## config.mk

```make
export PLATFORM = sky130hd
export DESIGN_NAME = fsg_seq_flat
export DESIGN_NICKNAME = d
export VERILOG_FILES = /design/src/hw/rtl/fsg_pkg.sv /design/src/hw/rtl/fsg_ifs.sv /design/src/hw/rtl/fsg_seq.sv /design/src/flat_wrapper.sv
export SDC_FILE = /design/constraint.sdc
export NUM_CORES = 1
export LEC_CHECK = 0
export ABC_AREA = 1
export BUFFER_PORTS_ARGS = -buffer_cell sky130_fd_sc_hd__clkbuf_2
export CAP_MARGIN = 40
export CORE_MARGIN = 2
export CORE_UTILIZATION = 45
export CTS_CLUSTER_SIZE = 8
export DETAILED_ROUTE_END_ITERATION = 12
export GPL_ROUTABILITY_DRIVEN = 0
export HOLD_SLACK_MARGIN = 0.1
export PLACE_DENSITY = 0.74
export SLEW_MARGIN = 30
export SYNTH_ARGS = -nofsm -noshare
export SYNTH_HDL_FRONTEND = slang
export SYNTH_SLANG_ARGS = --single-unit
```

## constraint.sdc

```tcl
create_clock -name i_clk -period 10.6 [get_ports i_clk]
set_clock_uncertainty 0.2 [all_clocks]
set_input_delay 2.12 -clock i_clk [delete_from_list [all_inputs] [get_ports i_clk]]
set_output_delay 2.12 -clock i_clk [all_outputs]
set_load 0.005 [all_outputs]
```

## src/hw/rtl/fsg_pkg.sv

```systemverilog
// Package: types, codes and helpers of the falling sand grid block.
`default_nettype none
package fsg_pkg;

    localparam int DEF_MAX_WIDTH  = 256;
    localparam int DEF_MAX_HEIGHT = 256;

    localparam logic [8:0]  DIM_RESET = 9'd64;
    localparam logic [8:0]  DIM_MIN   = 9'd8;
    localparam logic [31:0] RNG_SEED  = 32'h9e3779b9;

    localparam logic [3:0] MAT_EMPTY = 4'd0;
    localparam logic [3:0] MAT_WALL  = 4'd1;
    localparam logic [3:0] MAT_SAND  = 4'd2;
    localparam logic [3:0] MAT_WATER = 4'd3;
    localparam logic [3:0] MAT_OIL   = 4'd4;
    localparam logic [3:0] MAT_EMBER = 4'd5;

    typedef enum logic [1:0] {
        CMD_STEP  = 2'd0,
        CMD_POUR  = 2'd1,
        CMD_CLEAR = 2'd2,
        CMD_READ  = 2'd3
    } t_cmd;

    typedef enum logic [1:0] {
        CFG_WIDTH   = 2'd0,
        CFG_HEIGHT  = 2'd1,
        CFG_AMB_EN  = 2'd2,
        CFG_AMB_MAT = 2'd3
    } t_cfg_idx;

    typedef struct packed {
        logic [8:0] gw;
        logic [8:0] gh;
        logic       amb_en;
        logic [2:0] amb_mat;
        logic       resize;
    } t_cfg;

    typedef enum logic [4:0] {
        ST_SWEEP,
        ST_IDLE,
        ST_FS_RD,
        ST_FS_CUR,
        ST_FS_ASH,
        ST_FS_BELOW,
        ST_FS_DIAG_ISS,
        ST_FS_DIAG,
        ST_FS_SIDE_ISS,
        ST_FS_SIDE,
        ST_FS_WR2,
        ST_FS_NEXT,
        ST_AM_ISS,
        ST_AM_CHK,
        ST_PO_CELL,
        ST_RD_WAIT,
        ST_DONE
    } t_state;

    function automatic logic [31:0] xs32(input logic [31:0] s);
        logic [31:0] v;
        v = s ^ (s << 13);
        v = v ^ (v >> 17);
        v = v ^ (v << 5);
        return v;
    endfunction

    // Cell byte for a freshly poured material: embers start at full heat.
    function automatic logic [7:0] mk_cell(input logic [2:0] mat);
        logic [3:0] m;
        m = {1'b0, mat};
        return {(m == MAT_EMBER) ? 4'hf : 4'h0, m};
    endfunction

endpackage
`default_nettype wire

```

## src/hw/rtl/fsg_ifs.sv

```systemverilog
// Channel interfaces: command in, result out, configuration write.
`default_nettype none
interface fsg_cmd_if;
    logic       valid;
    logic       ready;
    logic [1:0] command;
    logic [7:0] pos_x;
    logic [7:0] pos_y;
    logic [4:0] radius;
    logic [2:0] material;
    modport source (output valid, command, pos_x, pos_y, radius, material, input ready);
    modport sink   (input valid, command, pos_x, pos_y, radius, material, output ready);
endinterface

interface fsg_res_if;
    logic       valid;
    logic       ready;
    logic [1:0] command_done;
    logic [7:0] cell_value;
    modport source (output valid, command_done, cell_value, input ready);
    modport sink   (input valid, command_done, cell_value, output ready);
endinterface

`default_nettype wire

```

## src/hw/rtl/fsg_seq.sv

```systemverilog
// Command sequencer: frame scan, pour, clear and read over the cell RAM.
`default_nettype none
module fsg_seq #(
    parameter int MAX_WIDTH  = fsg_pkg::DEF_MAX_WIDTH,
    parameter int MAX_HEIGHT = fsg_pkg::DEF_MAX_HEIGHT,
    parameter int AW         = $clog2(MAX_WIDTH) + $clog2(MAX_HEIGHT)
) (
    input  wire logic          i_clk,
    input  wire logic          i_rst_n,
    fsg_cmd_if.sink            i_cmd,
    fsg_res_if.source          o_res,
    input  wire fsg_pkg::t_cfg i_cfg,
    output logic [AW-1:0]      o_rd_addr,
    input  wire logic [7:0]    i_rd_data,
    output logic               o_wr_en,
    output logic [AW-1:0]      o_wr_addr,
    output logic [7:0]         o_wr_data
);
    import fsg_pkg::*;

    localparam int XW = $clog2(MAX_WIDTH);
    localparam int YW = $clog2(MAX_HEIGHT);

    t_state       r_state, n_state;
    logic [8:0]   r_x, n_x, r_y, n_y, r_nx, n_nx, r_aend, n_aend;
    logic         r_t, n_t, r_lf, n_lf;
    logic [7:0]   r_c, n_c, r_w2, n_w2;
    logic [31:0]  r_rng, n_rng;
    logic [AW-1:0] r_sweep, n_sweep;
    logic         r_clr_rep, n_clr_rep;
    logic [1:0]   r_cmd, n_cmd;
    logic [7:0]   r_px, n_px, r_py, n_py;
    logic [4:0]   r_rad, n_rad;
    logic [2:0]   r_mat, n_mat;
    logic signed [6:0] r_dx, n_dx, r_dy, n_dy;
    logic [7:0]   r_dval, n_dval;
    logic         r_ovalid, n_ovalid;
    logic [1:0]   r_ocmd, n_ocmd;
    logic [7:0]   r_oval, n_oval;

    logic [31:0]  rnd1;
    logic [3:0]   m;
    logic         go_left, nb_ok, liq;
    logic [8:0]   nb_x, cx, span, amb_x0;
    logic [4:0]   gw16;
    logic [10:0]  div_prod;
    logic [2:0]   amb_mat;
    logic signed [6:0] ir;
    logic signed [9:0] po_x, po_y;
    logic [5:0]   adx, ady;
    logic [12:0]  dist2;
    logic [9:0]   rad2;

    function automatic logic [AW-1:0] cell_addr(input logic [8:0] x, input logic [8:0] y);
        return {YW'(y), XW'(x)};
    endfunction

    always_comb begin
        m       = r_c[3:0];
        liq     = (m == MAT_WATER) || (m == MAT_OIL);
        rnd1    = xs32(r_rng);
        // first neighbour tried lies against the scan direction
        go_left = (r_t == 1'b0) ? r_lf : !r_lf;
        nb_ok   = go_left ? (r_x != 9'd0) : ((r_x + 9'd1) != i_cfg.gw);
        nb_x    = go_left ? (r_x - 9'd1) : (r_x + 9'd1);
        // ambient span: 1 + gw/48, with /3 done as *43 >> 7
        gw16     = i_cfg.gw[8:4];
        div_prod = 11'(gw16) * 11'd43;
        span     = 9'd1 + 9'(div_prod[10:7]);
        cx       = {1'b0, i_cfg.gw[8:1]};
        amb_x0   = cx - span;
        amb_mat  = (i_cfg.amb_mat inside {[3'd2:3'd5]}) ? i_cfg.amb_mat : 3'(MAT_SAND);
        // pour geometry
        ir    = 7'(r_rad) + 7'sd1;
        po_x  = 10'(r_px) + 10'(r_dx);
        po_y  = 10'(r_py) + 10'(r_dy);
        adx   = (r_dx < 0) ? 6'(-r_dx) : 6'(r_dx);
        ady   = (r_dy < 0) ? 6'(-r_dy) : 6'(r_dy);
        dist2 = (13'(adx) * 13'(adx)) + (13'(ady) * 13'(ady));
        rad2  = 10'(r_rad) * 10'(r_rad);
    end

    always_comb begin
        n_state = r_state; n_x = r_x; n_y = r_y; n_nx = r_nx; n_aend = r_aend;
        n_t = r_t; n_lf = r_lf; n_c = r_c; n_w2 = r_w2; n_rng = r_rng;
        n_sweep = r_sweep; n_clr_rep = r_clr_rep; n_cmd = r_cmd;
        n_px = r_px; n_py = r_py; n_rad = r_rad; n_mat = r_mat;
        n_dx = r_dx; n_dy = r_dy; n_dval = r_dval;
        n_ovalid = r_ovalid; n_ocmd = r_ocmd; n_oval = r_oval;
        o_rd_addr = '0;
        o_wr_en   = 1'b0;
        o_wr_addr = '0;
        o_wr_data = '0;
        // a pending size change takes the sequencer away from idle
        i_cmd.ready = (r_state == ST_IDLE) && !i_cfg.resize;

        if (r_ovalid && o_res.ready) begin
            n_ovalid = 1'b0;
        end

        case (r_state)
            ST_SWEEP: begin
                o_wr_en   = 1'b1;
                o_wr_addr = r_sweep;
                n_sweep   = r_sweep + 1'b1;
                if (&r_sweep) begin
                    n_dval  = 8'd0;
                    n_state = r_clr_rep ? ST_DONE : ST_IDLE;
                end
            end
            ST_IDLE: begin
                if (i_cmd.valid) begin
                    n_cmd = i_cmd.command;
                    n_px  = i_cmd.pos_x;
                    n_py  = i_cmd.pos_y;
                    n_rad = i_cmd.radius;
                    n_mat = i_cmd.material;
                    n_dval = 8'd0;
                    case (t_cmd'(i_cmd.command))
                        CMD_STEP: begin
                            n_lf    = !r_lf;
                            n_y     = i_cfg.gh - 9'd2;
                            n_x     = !r_lf ? 9'd0 : (i_cfg.gw - 9'd1);
                            n_state = ST_FS_RD;
                        end
                        CMD_POUR: begin
                            n_dx    = -(7'(i_cmd.radius) + 7'sd1);
                            n_dy    = -(7'(i_cmd.radius) + 7'sd1);
                            n_state = (i_cmd.material inside {[3'd2:3'd5]}) ?
                                      ST_PO_CELL : ST_DONE;
                        end
                        CMD_CLEAR: begin
                            n_sweep   = '0;
                            n_clr_rep = 1'b1;
                            n_state   = ST_SWEEP;
                        end
                        CMD_READ: begin
                            if ((9'(i_cmd.pos_x) < i_cfg.gw) && (9'(i_cmd.pos_y) < i_cfg.gh)) begin
                                o_rd_addr = cell_addr(9'(i_cmd.pos_x), 9'(i_cmd.pos_y));
                                n_state   = ST_RD_WAIT;
                            end else begin
                                n_state = ST_DONE;
                            end
                        end
                        default: n_state = ST_DONE;
                    endcase
                end
            end
            ST_RD_WAIT: begin
                n_dval  = i_rd_data;
                n_state = ST_DONE;
            end
            ST_PO_CELL: begin
                if ((po_x >= 0) && (po_x < 10'(i_cfg.gw)) && (po_y >= 0) &&
                    (po_y < 10'(i_cfg.gh)) && (dist2 < 13'(rad2))) begin
                    o_wr_en   = 1'b1;
                    o_wr_addr = cell_addr(po_x[8:0], po_y[8:0]);
                    o_wr_data = mk_cell(r_mat);
                end
                if (r_dx == ir) begin
                    n_dx = -ir;
                    if (r_dy == ir) begin
                        n_state = ST_DONE;
                    end else begin
                        n_dy = r_dy + 7'sd1;
                    end
                end else begin
                    n_dx = r_dx + 7'sd1;
                end
            end
            ST_FS_RD: begin
                o_rd_addr = cell_addr(r_x, r_y);
                n_state   = ST_FS_CUR;
            end
            ST_FS_CUR: begin
                n_c = i_rd_data;
                if (i_rd_data[3:0] == MAT_EMPTY || i_rd_data[3:0] == MAT_WALL) begin
                    n_state = ST_FS_NEXT;
                end else begin
                    n_state   = ST_FS_BELOW;
                    o_rd_addr = cell_addr(r_x, r_y + 9'd1);
                    if (i_rd_data[3:0] == MAT_EMBER) begin
                        n_rng = xs32(r_rng);
                        if (n_rng[2:0] == 3'd0 && i_rd_data[7:4] != 4'd0) begin
                            if (i_rd_data[7:4] == 4'd1) begin
                                n_state = ST_FS_ASH;
                            end else begin
                                n_c       = {i_rd_data[7:4] - 4'd1, MAT_EMBER};
                                o_wr_en   = 1'b1;
                                o_wr_addr = cell_addr(r_x, r_y);
                                o_wr_data = n_c;
                            end
                        end
                    end
                end
            end
            ST_FS_ASH: begin
                n_rng     = rnd1;
                n_c       = (rnd1[1:0] == 2'd0) ? {4'd0, MAT_SAND} : 8'd0;
                o_wr_en   = 1'b1;
                o_wr_addr = cell_addr(r_x, r_y);
                o_wr_data = n_c;
                if (rnd1[1:0] == 2'd0) begin
                    o_rd_addr = cell_addr(r_x, r_y + 9'd1);
                    n_state   = ST_FS_BELOW;
                end else begin
                    n_state = ST_FS_NEXT;
                end
            end
            ST_FS_BELOW: begin
                if (i_rd_data[3:0] == MAT_EMPTY ||
                    (m == MAT_OIL && i_rd_data[3:0] == MAT_WATER)) begin
                    o_wr_en   = 1'b1;
                    o_wr_addr = cell_addr(r_x, r_y + 9'd1);
                    o_wr_data = r_c;
                    n_w2      = {4'd0, i_rd_data[3:0]};
                    n_state   = ST_FS_WR2;
                end else begin
                    n_t     = 1'b0;
                    n_state = ST_FS_DIAG_ISS;
                end
            end
            ST_FS_DIAG_ISS: begin
                if (nb_ok) begin
                    n_nx      = nb_x;
                    o_rd_addr = cell_addr(nb_x, r_y + 9'd1);
                    n_state   = ST_FS_DIAG;
                end else if (!r_t) begin
                    n_t = 1'b1;
                end else begin
                    n_t     = 1'b0;
                    n_state = liq ? ST_FS_SIDE_ISS : ST_FS_NEXT;
                end
            end
            ST_FS_DIAG: begin
                if (i_rd_data[3:0] == MAT_EMPTY ||
                    (m == MAT_OIL && i_rd_data[3:0] == MAT_WATER)) begin
                    o_wr_en   = 1'b1;
                    o_wr_addr = cell_addr(r_nx, r_y + 9'd1);
                    o_wr_data = r_c;
                    n_w2      = {4'd0, i_rd_data[3:0]};
                    n_state   = ST_FS_WR2;
                end else if (!r_t) begin
                    n_t     = 1'b1;
                    n_state = ST_FS_DIAG_ISS;
                end else begin
                    n_t     = 1'b0;
                    n_state = liq ? ST_FS_SIDE_ISS : ST_FS_NEXT;
                end
            end
            ST_FS_SIDE_ISS: begin
                if (nb_ok) begin
                    n_nx      = nb_x;
                    o_rd_addr = cell_addr(nb_x, r_y);
                    n_state   = ST_FS_SIDE;
                end else if (!r_t) begin
                    n_t = 1'b1;
                end else begin
                    n_state = ST_FS_NEXT;
                end
            end
            ST_FS_SIDE: begin
                if (i_rd_data[3:0] == MAT_EMPTY) begin
                    o_wr_en   = 1'b1;
                    o_wr_addr = cell_addr(r_nx, r_y);
                    o_wr_data = r_c;
                    n_w2      = 8'd0;
                    n_state   = ST_FS_WR2;
                end else if (!r_t) begin
                    n_t     = 1'b1;
                    n_state = ST_FS_SIDE_ISS;
                end else begin
                    n_state = ST_FS_NEXT;
                end
            end
            ST_FS_WR2: begin
                o_wr_en   = 1'b1;
                o_wr_addr = cell_addr(r_x, r_y);
                o_wr_data = r_w2;
                n_state   = ST_FS_NEXT;
            end
            ST_FS_NEXT: begin
                if (r_lf ? ((r_x + 9'd1) == i_cfg.gw) : (r_x == 9'd0)) begin
                    if (r_y == 9'd0) begin
                        n_x     = amb_x0;
                        n_aend  = cx + span;
                        n_state = i_cfg.amb_en ? ST_AM_ISS : ST_DONE;
                    end else begin
                        n_y     = r_y - 9'd1;
                        n_x     = r_lf ? 9'd0 : (i_cfg.gw - 9'd1);
                        n_state = ST_FS_RD;
                    end
                end else begin
                    n_x     = r_lf ? (r_x + 9'd1) : (r_x - 9'd1);
                    n_state = ST_FS_RD;
                end
            end
            ST_AM_ISS: begin
                if (r_x < i_cfg.gw) begin
                    n_rng = rnd1;
                end
                if (r_x < i_cfg.gw && rnd1[1:0] == 2'd0) begin
                    o_rd_addr = cell_addr(r_x, 9'd0);
                    n_state   = ST_AM_CHK;
                end else if (r_x == r_aend) begin
                    n_state = ST_DONE;
                end else begin
                    n_x = r_x + 9'd1;
                end
            end
            ST_AM_CHK: begin
                if (i_rd_data[3:0] == MAT_EMPTY) begin
                    o_wr_en   = 1'b1;
                    o_wr_addr = cell_addr(r_x, 9'd0);
                    o_wr_data = mk_cell(amb_mat);
                end
                if (r_x == r_aend) begin
                    n_state = ST_DONE;
                end else begin
                    n_x     = r_x + 9'd1;
                    n_state = ST_AM_ISS;
                end
            end
            ST_DONE: begin
                if (!r_ovalid || o_res.ready) begin
                    n_ovalid = 1'b1;
                    n_ocmd   = r_cmd;
                    n_oval   = r_dval;
                    n_state  = ST_IDLE;
                end
            end
            default: n_state = ST_IDLE;
        endcase

        // a size change wipes the grid; no result is reported for it
        if (i_cfg.resize) begin
            n_sweep   = '0;
            n_clr_rep = 1'b0;
            n_state   = ST_SWEEP;
        end
    end

    always_ff @(posedge i_clk) begin
        if (!i_rst_n) begin
            r_state   <= ST_SWEEP;
            r_sweep   <= '0;
            r_clr_rep <= 1'b0;
            r_rng     <= RNG_SEED;
            r_lf      <= 1'b0;
            r_ovalid  <= 1'b0;
        end else begin
            r_state   <= n_state;
            r_sweep   <= n_sweep;
            r_clr_rep <= n_clr_rep;
            r_rng     <= n_rng;
            r_lf      <= n_lf;
            r_ovalid  <= n_ovalid;
        end
    end

    always_ff @(posedge i_clk) begin
        r_x <= n_x; r_y <= n_y; r_nx <= n_nx; r_aend <= n_aend; r_t <= n_t;
        r_c <= n_c; r_w2 <= n_w2; r_cmd <= n_cmd; r_px <= n_px; r_py <= n_py;
        r_rad <= n_rad; r_mat <= n_mat; r_dx <= n_dx; r_dy <= n_dy;
        r_dval <= n_dval; r_ocmd <= n_ocmd; r_oval <= n_oval;
    end

    assign o_res.valid        = r_ovalid;
    assign o_res.command_done = r_ocmd;
    assign o_res.cell_value   = r_oval;
endmodule
`default_nettype wire

```

## src/flat_wrapper.sv

```systemverilog
// flat-port wrapper written by rule: the top's interface ports become plain ports
module fsg_seq_flat import fsg_pkg::*;
#(
    parameter int MAX_WIDTH  = fsg_pkg::DEF_MAX_WIDTH,
    parameter int MAX_HEIGHT = fsg_pkg::DEF_MAX_HEIGHT,
    parameter int AW         = $clog2(MAX_WIDTH) + $clog2(MAX_HEIGHT)
)
  (i_clk, i_rst_n, i_cfg, o_rd_addr, i_rd_data, o_wr_en, o_wr_addr, o_wr_data, i_cmd_valid, i_cmd_command, i_cmd_pos_x, i_cmd_pos_y, i_cmd_radius, i_cmd_material, i_cmd_ready, o_res_valid, o_res_command_done, o_res_cell_value, o_res_ready);
  fsg_cmd_if i_cmd_i ();
  fsg_res_if o_res_i ();
  input  wire logic i_clk;
  input  wire logic i_rst_n;
  input  wire fsg_pkg::t_cfg i_cfg;
  output logic [AW-1:0] o_rd_addr;
  input  wire logic [7:0] i_rd_data;
  output logic o_wr_en;
  output logic [AW-1:0] o_wr_addr;
  output logic [7:0] o_wr_data;
  input wire logic [$bits(i_cmd_i.valid)-1:0] i_cmd_valid;
  input wire logic [$bits(i_cmd_i.command)-1:0] i_cmd_command;
  input wire logic [$bits(i_cmd_i.pos_x)-1:0] i_cmd_pos_x;
  input wire logic [$bits(i_cmd_i.pos_y)-1:0] i_cmd_pos_y;
  input wire logic [$bits(i_cmd_i.radius)-1:0] i_cmd_radius;
  input wire logic [$bits(i_cmd_i.material)-1:0] i_cmd_material;
  output wire logic [$bits(i_cmd_i.ready)-1:0] i_cmd_ready;
  output wire logic [$bits(o_res_i.valid)-1:0] o_res_valid;
  output wire logic [$bits(o_res_i.command_done)-1:0] o_res_command_done;
  output wire logic [$bits(o_res_i.cell_value)-1:0] o_res_cell_value;
  input wire logic [$bits(o_res_i.ready)-1:0] o_res_ready;
  assign i_cmd_i.valid = i_cmd_valid;
  assign i_cmd_i.command = i_cmd_command;
  assign i_cmd_i.pos_x = i_cmd_pos_x;
  assign i_cmd_i.pos_y = i_cmd_pos_y;
  assign i_cmd_i.radius = i_cmd_radius;
  assign i_cmd_i.material = i_cmd_material;
  assign i_cmd_ready = i_cmd_i.ready;
  assign o_res_valid = o_res_i.valid;
  assign o_res_command_done = o_res_i.command_done;
  assign o_res_cell_value = o_res_i.cell_value;
  assign o_res_i.ready = o_res_ready;
  fsg_seq #(.MAX_WIDTH(MAX_WIDTH), .MAX_HEIGHT(MAX_HEIGHT), .AW(AW)) u_core (.i_clk(i_clk), .i_rst_n(i_rst_n), .i_cmd(i_cmd_i), .o_res(o_res_i), .i_cfg(i_cfg), .o_rd_addr(o_rd_addr), .i_rd_data(i_rd_data), .o_wr_en(o_wr_en), .o_wr_addr(o_wr_addr), .o_wr_data(o_wr_data));
endmodule
```

# After elaboration in Yosys (flattened, before gate mapping)
# Index checks and enable logic that the tools add are counted.
# totals
register_bits,166
in_bits,61
elab_cells,311
# classes
addsub,22
multipliers,4
magnitude_cmp,14
n_eq_ne,57
mux,127
bitwise_logic,4
n_reduce_logical,60
# ops
cell,count
$mux W16,17
$mux W8,19
$pmux W16 S8,1
$mux W5,24
$mux W9,13
$pmux W16 S7,1
$mux W32,3
$pmux W32 S3,1
$pmux W5 S17,1
$xor A32 B32 Y32,2
$pmux W8 S7,1
$eq A5 B4 Y1 const B,8
$pmux W9 S4,1
$mux W7,5
$pmux W16 S2,1
$pmux W8 S2,2
$xor A32 B15 Y32,1
$pmux W7 S2,2
$sub A9 B1 Y9 const B,3
$ne A2 B2 Y1 const B,13
$mul A6 B6 Y12,2
$pmux W8 S3,1
$reduce_and A3 Y1,7
$add A9 B7 Y10,2
other kinds (68),157

# Longest topological paths before layout
# Gate-level depths: netlist of run 1.
# depth
depth_word,9
mapped_depth,36
mapped_depth_nobuf,35

# Least setup slack after synthesis of run 1
# No wires, ideal clock.
# synth_path
kind,reg-to-output
from,reg u_core.r_dy[0]
to,out o_wr_addr[5]
arrival_time_ns,6.306
required_time_ns,8.280
setup_slack_ns,1.974
path_stages_with_launch,33
n_path_buf,1
cell_sequence,edfxtp_1 -> inv_1 -> ha_1 -> nand3_1 -> nand2_1 -> nand2_1 -> nand2_1 -> inv_1 -> nor2_1 -> inv_1 -> fa_1 -> fa_1 -> inv_1 -> fa_1 -> inv_1 -> fa_1 -> fa_1 -> inv_1 -> fa_1 -> nand3_1 -> nand3_1 -> xor2_1 -> ha_1 -> nand2_1 -> nor2_1 -> a211oi_1 -> o21ai_0 -> nand3_1 -> nand4_1 -> nor2_1 -> buf_4 -> nand2_1 -> nand3_1
# synth_via
elab_chain_len,8
elab_cells_between_ends,14
classes_between,3 x add/sub; 1 x mul; 4 x order compare; 3 x mux; 3 x reduce/logical
# synth_lines
element,line,rtl
start: declaration,fsg_seq.sv:35,"logic signed [6:0] r_dx, n_dx, r_dy, n_dy;"
start signal: assignment,fsg_seq.sv:364,r_rad <= n_rad; r_mat <= n_mat; r_dx <= n_dx; r_dy <= n_dy;
$neg A6 Y6 / $lt A7 B1 Y1 (equally long branches),fsg_seq.sv:78,ady = (r_dy < 0) ? 6'(-r_dy) : 6'(r_dy);
$mux W6,fsg_seq.sv:78,
$mul A6 B6 Y12,fsg_seq.sv:79,dist2 = (13'(adx) * 13'(adx)) + (13'(ady) * 13'(ady));
$add A12 B12 Y13,fsg_seq.sv:79,
$lt A13 B10 Y1,fsg_seq.sv:155,(po_y < 10'(i_cfg.gh)) && (dist2 < 13'(rad2))) begin
$logic_and A1 B1 Y1 *,fsg_seq.sv:155,
$mux W16 *,fsg_seq.sv:154,if ((po_x >= 0) && (po_x < 10'(i_cfg.gw)) && (po_y >= 0) &&
$pmux W16 S8 *,fsg_seq.sv:101,case (r_state)
end: declaration,flat_wrapper.sv:17,output logic [AW-1:0] o_wr_addr;
# Mark *: on every way between the ends. The rest lies on a longest branch, timed or not.

# Worst setup path after layout of run 1
# layout_path
from,reg u_core.r_dy[0]
to,out o_wr_addr[6]
# Same word-level chain as after synthesis.

==> results.md, run 1 <==
* Outcome: complete, no violations
* Number of synthesis warnings at 0
* Total power after layout at 1520 uW
* Initial antenna violation count at 0
* Latest clock arrival within the worst-skew pair at 0.45 ns
* Placed cell count at 2592
* Clock buffers created by TritonCTS at 17
* Cts repair resizes at 0
* Die Outline Area at 36000 sq um
* Part of the cycle the worst path needs at 0.953
* P_sw at 444 uW
* Starting Density at 0.453
* Detailed placement HPWL at 35.8 mm
* Floorplan die height at 190 um
* Leakage Power at 0.00805 uW
* Number of clock sinks at 162
* Max-slew violation count at 0
* Count of TritonRoute iterations in the first routing pass at 6
* WS Path Type: flop to output pin
* Placeable core area at around 34000 sq um
* Number of vias in the routed layout at roughly 15000
* Die outline width at 190 um
* Number of antenna diodes at 0
* Clock H-tree levels at 4
* All-Layer GR Usage at 0.248
* Leading cell types by count after synthesis: 390 x nand2_1, 310 x inv_1, 184 x nor2_1
* Slew headroom at 0.523
* Type of destination of the critical path: output pin
* HP Class: flop to flop
* Final period demand of the worst path at 10.10 ns
* Global-route congestion overflow total at 0
* Clk Tree Root Cell: clkbuf_16
* Delay contributed by the slowest stage of the critical path at approximately 0.61 ns
* Number of DRC markers in iteration 0 at between 1500 and 2000
* Worst endpoint required time at 8.28 ns
* Via-per-instance ratio at between 5 and 6
* Post-route DRC violation count at 0
* Area of combinational cells with multiple inputs at 9810 sq um
* First-pass GRT wire length at 71.1 mm
* Mapped Avg Cell Area at 7.56 sq um
* Number of fill cells at around 3300
* Total non-filler cell area in the finished layout at 17200 sq um
* Cell with the most instances after synthesis: nand2_1
* Asr flop ratio synth at 0
* Clock-pin slew reported for the worst setup and hold paths after clock tree synthesis at 0.07 ns
* TritonCTS clock tree: yes
* Post-CTS setup buffer count at 0
* Number of synthesized register bits at 162
* Area share of the largest cell type after synthesis at 0.205
* Final Routed Wirelength at approximately 44 mm
* Crit start category: flop
* Most area-hungry cell type in the Yosys netlist: edfxtp_1
* Port buffer count at 113
* Buffer depth of the longest clock path at 2
* Netlist cell types at 57
* Biggest area contributors in the synthesized netlist: edfxtp_1 21%, ha_1 12%, nand2_1 9.4%, inv_1 7.5%, dfxtp_1 7.2%
* Part of the power in registers at 0.445
* Pin count of the biggest net entering global routing at 42
* Sequential cell area at 4300 sq um
* Number of nets in the layout at 2409
* Non-filler cells, final at about 2600
* P per Cell Area at 88.4 nW/um^2
* Data arrival time of the critical path at 7.78 ns
* Antenna Violating Nets Remaining at 0
* F_max at 0.0990 GHz
* Combinational Power Share at 0.145
* Highest-delay cell along the critical path: edfxtp_1
* Net Sw Frac at 0.293
* Fraction of power consumed by the clock network at 0.410
* Area of placed instances at 16600 sq um
* Cell area after synthesis at 15500 sq um
* Total negative setup slack at 0 ns
* Number of global-route vias before repair at between 10000 and 15000
* Post-synthesis cell count at 2052
* Cell-internal power at 1070 uW
* Max Cap Viol at 0
* Total number of placement rows at 68
* Crit Path Max Fanout at 10
* RSZ-0062 raised after global routing: false
* Sequential cell area fraction in the yosys report at 0.277
* I/O pin count at 114
* Commonest register cell after synthesis: edfxtp_1
* Proportion of layout cells with a drive suffix above 1 at 0.101
* Final-report setup violation count at 0
* Routed wire per std cell at 16.9 um
* Hold buffer count at cts at 0
* Number of nets produced by synthesis at roughly 2300
* VDD IR max at around 110 uV
* Count of endpoints failing hold in the final timing report at 0
* Transition time at the pin with the least slew margin at 0.708 ns
* Count of flip-flops with a built-in enable after synthesis at 106
* Area overhead of the layout relative to synthesis at 10.6%
## sequential cells by signal (all words and copies together) (netlist names), 4 cells and up
name                     flops
u_core.r_py                  8
u_core.r_px                  8
u_core.r_sweep              16
u_core.r_x                   9
u_core.r_c                   8
u_core.r_rad                 5
u_core.r_aend                9
u_core.r_state               5
u_core.r_w2                  4
u_core.r_nx                  8
u_core.r_dval                8
u_core.r_dx                  7
u_core.r_y                   9
u_core.r_rng                32
u_core.o_res.cell_value      8
u_core.r_dy                  7
## per-stage QoR
step | util | setup WS (ns) | hold WS, ns
6_report | 0.501 | 0.496 | 0.222
5_1_grt | 0.501 | 0.00759 | 0.226
4_1_cts | 0.501 | 0.596 | 0.223
3_5_place_dp | 0.484 | 1.06 | 0.205
3_3_place_gp | 0.483 | 1.27 | 0.203
2_1_floorplan | - | 1.97 | 0.200
## worst paths after layout
| check | slack, ns | depth (start not counted) | from | endpoint |
|---|---|---|---|---|
| max | 0.50 | 32 | u_core.r_dy[0]$_DFFE_PP_ | o_wr_addr[6] |
| min | 0.22 | 0 | u_core.r_dval[2]$_SDFFCE_PN0P_ | u_core.o_res.cell_value[2]$_DFFE_PP_ |
| max reg2reg | 6.98 | 18 | u_core.r_x[0]$_DFFE_PP_ | u_core.r_state[4]$_SDFFE_PP0P_ |
| min reg2reg | 0.22 | 0 | u_core.r_dval[2]$_SDFFCE_PN0P_ | u_core.o_res.cell_value[2]$_DFFE_PP_ |
## kinds of logic (layout without fill, tap and decap cells)
| logic type | Yosys count | after routing | share of synthesized area |
|---|---|---|---|
| compound gates | 365 | 365 | 0.136 |
| simple gates | 803 | 803 | 0.226 |
| flops | 162 | 162 | 0.277 |
| fa+ha+maj | 192 | 192 | 0.177 |
| buf+inv | 370 | 487 | 0.0918 |
| xor+xnor | 160 | 160 | 0.0917 |
## critical path, delay by kind of cell, from the launching register on
kind | cells | cell delay, ns
buffers and inverters | 8 | 0.98
AO/OA/AOI/OAI | 3 | 0.54
adder cells (fa/ha/maj) | 8 | 3.72
XOR/XNOR | 1 | 0.17
flip-flops | 1 | 0.61
AND/OR/NAND/NOR | 12 | 1.30
## placed cells by master (no fill, tap or decap), types with 6 or more instances in the layout
master,n
clkinv_1,9
a21oi_1,136
nand4_1,21
inv_1,310
dfxtp_1,56
o21ai_0,117
nand2_1,390
a22oi_1,6
nand3b_1,8
nand3_2,7
nor2_2,8
nor3_1,34
ha_1,147
a21o_1,10
o22ai_1,12
xor2_1,100
nor4_1,7
o21bai_1,8
nand3_1,115
buf_4,7
xnor2_1,57
nand2_2,11
nor2_4,7
fa_1,45
edfxtp_1,106
clkbuf_2,113
a31oi_1,8
inv_8,6
inv_2,13
nor2_1,184
clkbuf_16,17
o211ai_1,30
## area by class of cell
| cell class | count | area share |
|---|---|---|
| timing repair buffer | 121 | 0.0372 |
| sequential | 162 | 0.251 |
| multi-input combinational | 1520 | 0.572 |
| clock buffer | 17 | 0.0248 |
| clock inverter | 15 | 0.00940 |
| inverter | 334 | 0.0733 |
| tap | 455 | 0.0332 |
## power by group through the flow
stage | combinational [uW] | clock (uW) | sequential (uW)
floorplan | 148 | 0 | 690
global placement | 206 | 0 | 690
detailed placement | 218 | 0 | 690
CTS | 219 | 625 | 675
global route | 251 | 648 | 675
finish | 221 | 622 | 675
## layer usage
layer,share of wire,track usage
met5,0,0
met3,0.093,0.0502
met1,0.41,0.326
met4,0.040,0.102
met2,0.45,0.400
(Power assumes the default switching activity.)
==> run 2, diff against run 1 <==
Settings changed: ABC_AREA 1 to unset.
==> run 2 against run 1 <==
Core utilization up 1.0 points. First-iteration DRC count fell by 19%. Fmax shrank 0.70%. Sequential share of layout area down 0.067 points. Final cell count down 12%. Clock power grew 6.8%. Critical endpoint is now o_wr_addr[3]. Largest cell class unchanged. Largest power group unchanged.
==> results.md, run 2 <==
* Part of the power in registers at 0.433 (was 0.445)
* Type of destination of the critical path: output pin (unchanged)
* Commonest register cell after synthesis: edfxtp_1 (unchanged)
* Part of the cycle the worst path needs at 0.960 (was 0.953)
* Initial antenna violation count at 1 (was 0)
* Post-Route Hold Slack at 0.217 ns (was 0.222 ns)
* Area overhead of the layout relative to synthesis at 11.3% (was 10.6%)
* Global-route congestion overflow total at 0 (unchanged)
* Proportion of layout cells with a drive suffix above 1 at 0.107 (was 0.101)
* Buffer depth of the longest clock path at 2 (unchanged)
* Data arrival time of the critical path at 7.85 ns (was 7.78 ns)
* Leading cell types by count after synthesis: 147 x ha_1, 143 x inv_1, 130 x nor2_1, 130 x xnor2_1, 127 x nand2_1 (was 390 x nand2_1, 310 x inv_1, 184 x nor2_1)
* Transition time at the pin with the least slew margin at 0.862 ns (was 0.708 ns)
* Max-slew violation count at 0 (unchanged)
* Most common library cell in the layout ignoring fill and taps: ha_1 (was nand2_1)
* Sequential cell area fraction in the yosys report at 0.278 (was 0.277)
* Highest-delay cell along the critical path: fa_1 (was edfxtp_1)
* Clk Tree Root Cell: clkbuf_16 (unchanged)
* Most frequent cell on the critical path: fa_1
* P_sw at 401 uW (was 444 uW)
* Biggest area contributors in the synthesized netlist: edfxtp_1 21%, ha_1 12%, xnor2_1 7.4%, dfxtp_1 7.2%, fa_1 5.8% (was edfxtp_1 21%, ha_1 12%, nand2_1 9.4%, inv_1 7.5%, dfxtp_1 7.2%)
* Pin count of the biggest net entering global routing at 63 (was 42)
* WS Path Type: flop to output pin (unchanged)
* CP delay by family, top: adder cells (unchanged)
* Routed wire per std cell at 19.2 um (was 16.9 um)
* Hold buffer count at cts at 0 (unchanged)
* Clock-pin slew reported for the worst setup and hold paths after clock tree synthesis at 0.06 ns (was 0.07 ns)
* Cell with the most instances after synthesis: ha_1 (was nand2_1)
* Fraction of power consumed by the clock network at 0.426 (was 0.410)
* Post-route DRC violation count at 0 (unchanged)
* Biggest register: u_core.r_rng (unchanged)
* Area share of the largest cell type after synthesis at 0.206 (was 0.205)
* Count of TritonRoute iterations in the first routing pass at 6 (unchanged)
* VDD IR max at 117 uV (was 107 uV)
* TritonCTS clock tree: yes (unchanged)
* Max Cap Viol at 0 (unchanged)
* Leakage Power at 0.00723 uW (was 0.00805 uW)
* Floorplan die height at 189 um (was 190 um)
* Netlist cell types at 80 (was 57)
* First-pass GRT wire length at 69.7 mm (was 71.1 mm)
* Asr flop ratio synth at 0 (unchanged)
* Combinational Power Share at 0.141 (was 0.145)
* Starting Density at 0.459 (was 0.453)
* Final period demand of the worst path at 10.17 ns (was 10.10 ns)
* Non-filler cells, final at 2317 (was 2624)
* Post-layout utilization of the core at 0.511 (was 0.501)
* Latest clock arrival within the worst-skew pair at 0.45 ns (about the same)
* Post-synthesis cell count at 1777 (was 2052)
* Port buffer count at 113 (unchanged)
* Crit start category: flop (unchanged)
* Slew headroom at 0.424 (was 0.523)
* Critical path buffer and inverter count at 7 (was 8)
* Mapped Avg Cell Area at 8.71 sq um (was 7.56 sq um)
* Net Sw Frac at 0.257 (was 0.293)
* All-Layer GR Usage at 0.246 (was 0.248)
* Area of combinational cells with multiple inputs at 10400 sq um (was 9810 sq um)
* P per Cell Area at 90.6 nW/um^2 (was 88.4 nW/um^2)
* Total power after layout at 1560 uW (was 1520 uW)
* Crit Path Max Fanout at 22 (was 10)
* Register-to-register path setup slack at 6.34 ns (was 6.98 ns)
* Registers with the most flip-flops: u_core.r_rng (32), u_core.r_sweep (16) (unchanged)
* Clock H-tree levels at 4 (unchanged)
* Most frequent cells in the layout: 147 x ha_1, 142 x inv_1, 129 x nor2_1 (was 390 x nand2_1, 310 x inv_1, 184 x nor2_1)
* Total negative setup slack at 0 ns (unchanged)
* Worst endpoint required time at 8.28 ns (about the same)
* Count of flip-flops with a built-in enable after synthesis at 106 (unchanged)
* Placeable core area at 33700 sq um (was 34300 sq um)
* Placed cell count at 2273 (was 2592)
* Most area-hungry cell type in the Yosys netlist: edfxtp_1 (unchanged)
* Die Outline Area at 35900 sq um (was 36000 sq um)
* Number of global-route vias before repair at 13300 (was 14000)
* Number of DRC markers in iteration 0 at 1344 (was 1661)
* Count of endpoints failing hold in the final timing report at 0 (unchanged)
* Number of synthesized register bits at 162 (unchanged)
* F_max at 0.0983 GHz (was 0.0990 GHz)
* Die outline width at 189 um (was 190 um)
* Sequential cell area at 4300 sq um (unchanged)
* Cell-internal power at 1160 uW (was 1070 uW)
* Number of vias in the routed layout at 13800 (was 14500)
* Final Routed Wirelength at 44.4 mm (about the same)
* Final-report setup violation count at 0 (unchanged)
* Number of nets produced by synthesis at 2030 (was 2305)
* Clock buffers created by TritonCTS at 17 (unchanged)
* Number of synthesis warnings at 0 (unchanged)
* HP Class: flop to flop (unchanged)
* I/O pin count at 114 (unchanged)
* Via-per-instance ratio at 5.94 (was 5.54)
* Detailed placement HPWL at 34.7 mm (was 35.8 mm)
* Total number of placement rows at 67 (was 68)
* Delay contributed by the slowest stage of the critical path at 0.62 ns (was 0.61 ns)
* Outcome: complete, no violations (unchanged)
* Number of nets in the layout at 2108 (was 2409)
* Number of fill cells at 3090 (was 3315)
* Flip-flop count of the largest register, all copies and words added at 32 (unchanged)
* Antenna Violating Nets Remaining at 0 (unchanged)
* Number of clock sinks at 162 (unchanged)
* Cell area after synthesis at 15500 sq um (about the same)
==> run 2: cell count changes after synthesis, sizes merged, moves of 40 or more <==
cell	previous run	this run
nor2	201	131
nand2	401	128
a21oi	137	75
or3	0	40
clkbuf	23	65
nand3	122	74
xnor2	58	130
inv	325	143
==> run 2: power groups by stage <==
| stage | Clock (uW) | Sequential [uW] | Combinational (uW) |
|---|---|---|---|
| after global routing | 692 | 676 | 247 |
| after global placement | 0 | 690 | 212 |
| after CTS | 668 | 676 | 220 |
| final | 664 | 676 | 220 |
| after floorplan | 0 | 690 | 151 |
| after detailed placement | 0 | 690 | 218 |
==> run 2: path summary, 6_finish.rpt <==
path | end | from | cells after the start
worst max-delay path | o_wr_addr[3] | u_core.r_dx[0]$_DFFE_PP_ | 28
worst min-delay path | u_core.o_res.cell_value[2]$_DFFE_PP_ | u_core.r_dval[2]$_SDFFCE_PN0P_ | 0
worst max register to register | u_core.r_state[4]$_SDFFE_PP0P_ | u_core.r_x[0]$_DFFE_PP_ | 10
worst min register to register | u_core.o_res.cell_value[2]$_DFFE_PP_ | u_core.r_dval[2]$_SDFFCE_PN0P_ | 0
==> run 2: timing repair <==
action                                  CTS  global route
endpoints found under the setup margin    0            23
resized for setup                         0             7
setup buffers                             0             9
==> run 2: kinds of logic after synthesis <==
group	count (synthesis)	share of synthesized area
mux	13	0.00849
compound gates	389	0.169
xor+xnor	223	0.129
buf+inv	228	0.0567
simple gates	570	0.182
fa+ha+maj	192	0.177
flops	162	0.278
==> run 2: final cells by class <==
class                      count  area share
multi-input combinational   1387       0.603
antenna                        1    0.000145
inverter                     144      0.0314
sequential                   162       0.250
clock buffer                  24      0.0323
tap                          448      0.0326
timing repair buffer         143      0.0460
clock inverter                 8     0.00480
==> run 2: metal layers <==
metal,vias to the layer above,routed length [um],track usage
met1,6548,17500,0.291
met2,613,21700,0.429
met5,-,0,0
met3,137,2880,0.0406
li1,6471,-,-
met4,0,2310,0.127
==> run 2: per-stage QoR <==
| stage | worst slack [ns] | instance area [sq um] |
|---|---|---|
| after CTS | 0.219 | 17100 |
| after global routing | -0.0418 | 17200 |
| after floorplan | 1.23 | 15500 |
| after detailed placement | 0.728 | 16500 |
| final | 0.425 | 17200 |
| after global placement | 0.965 | 16400 |
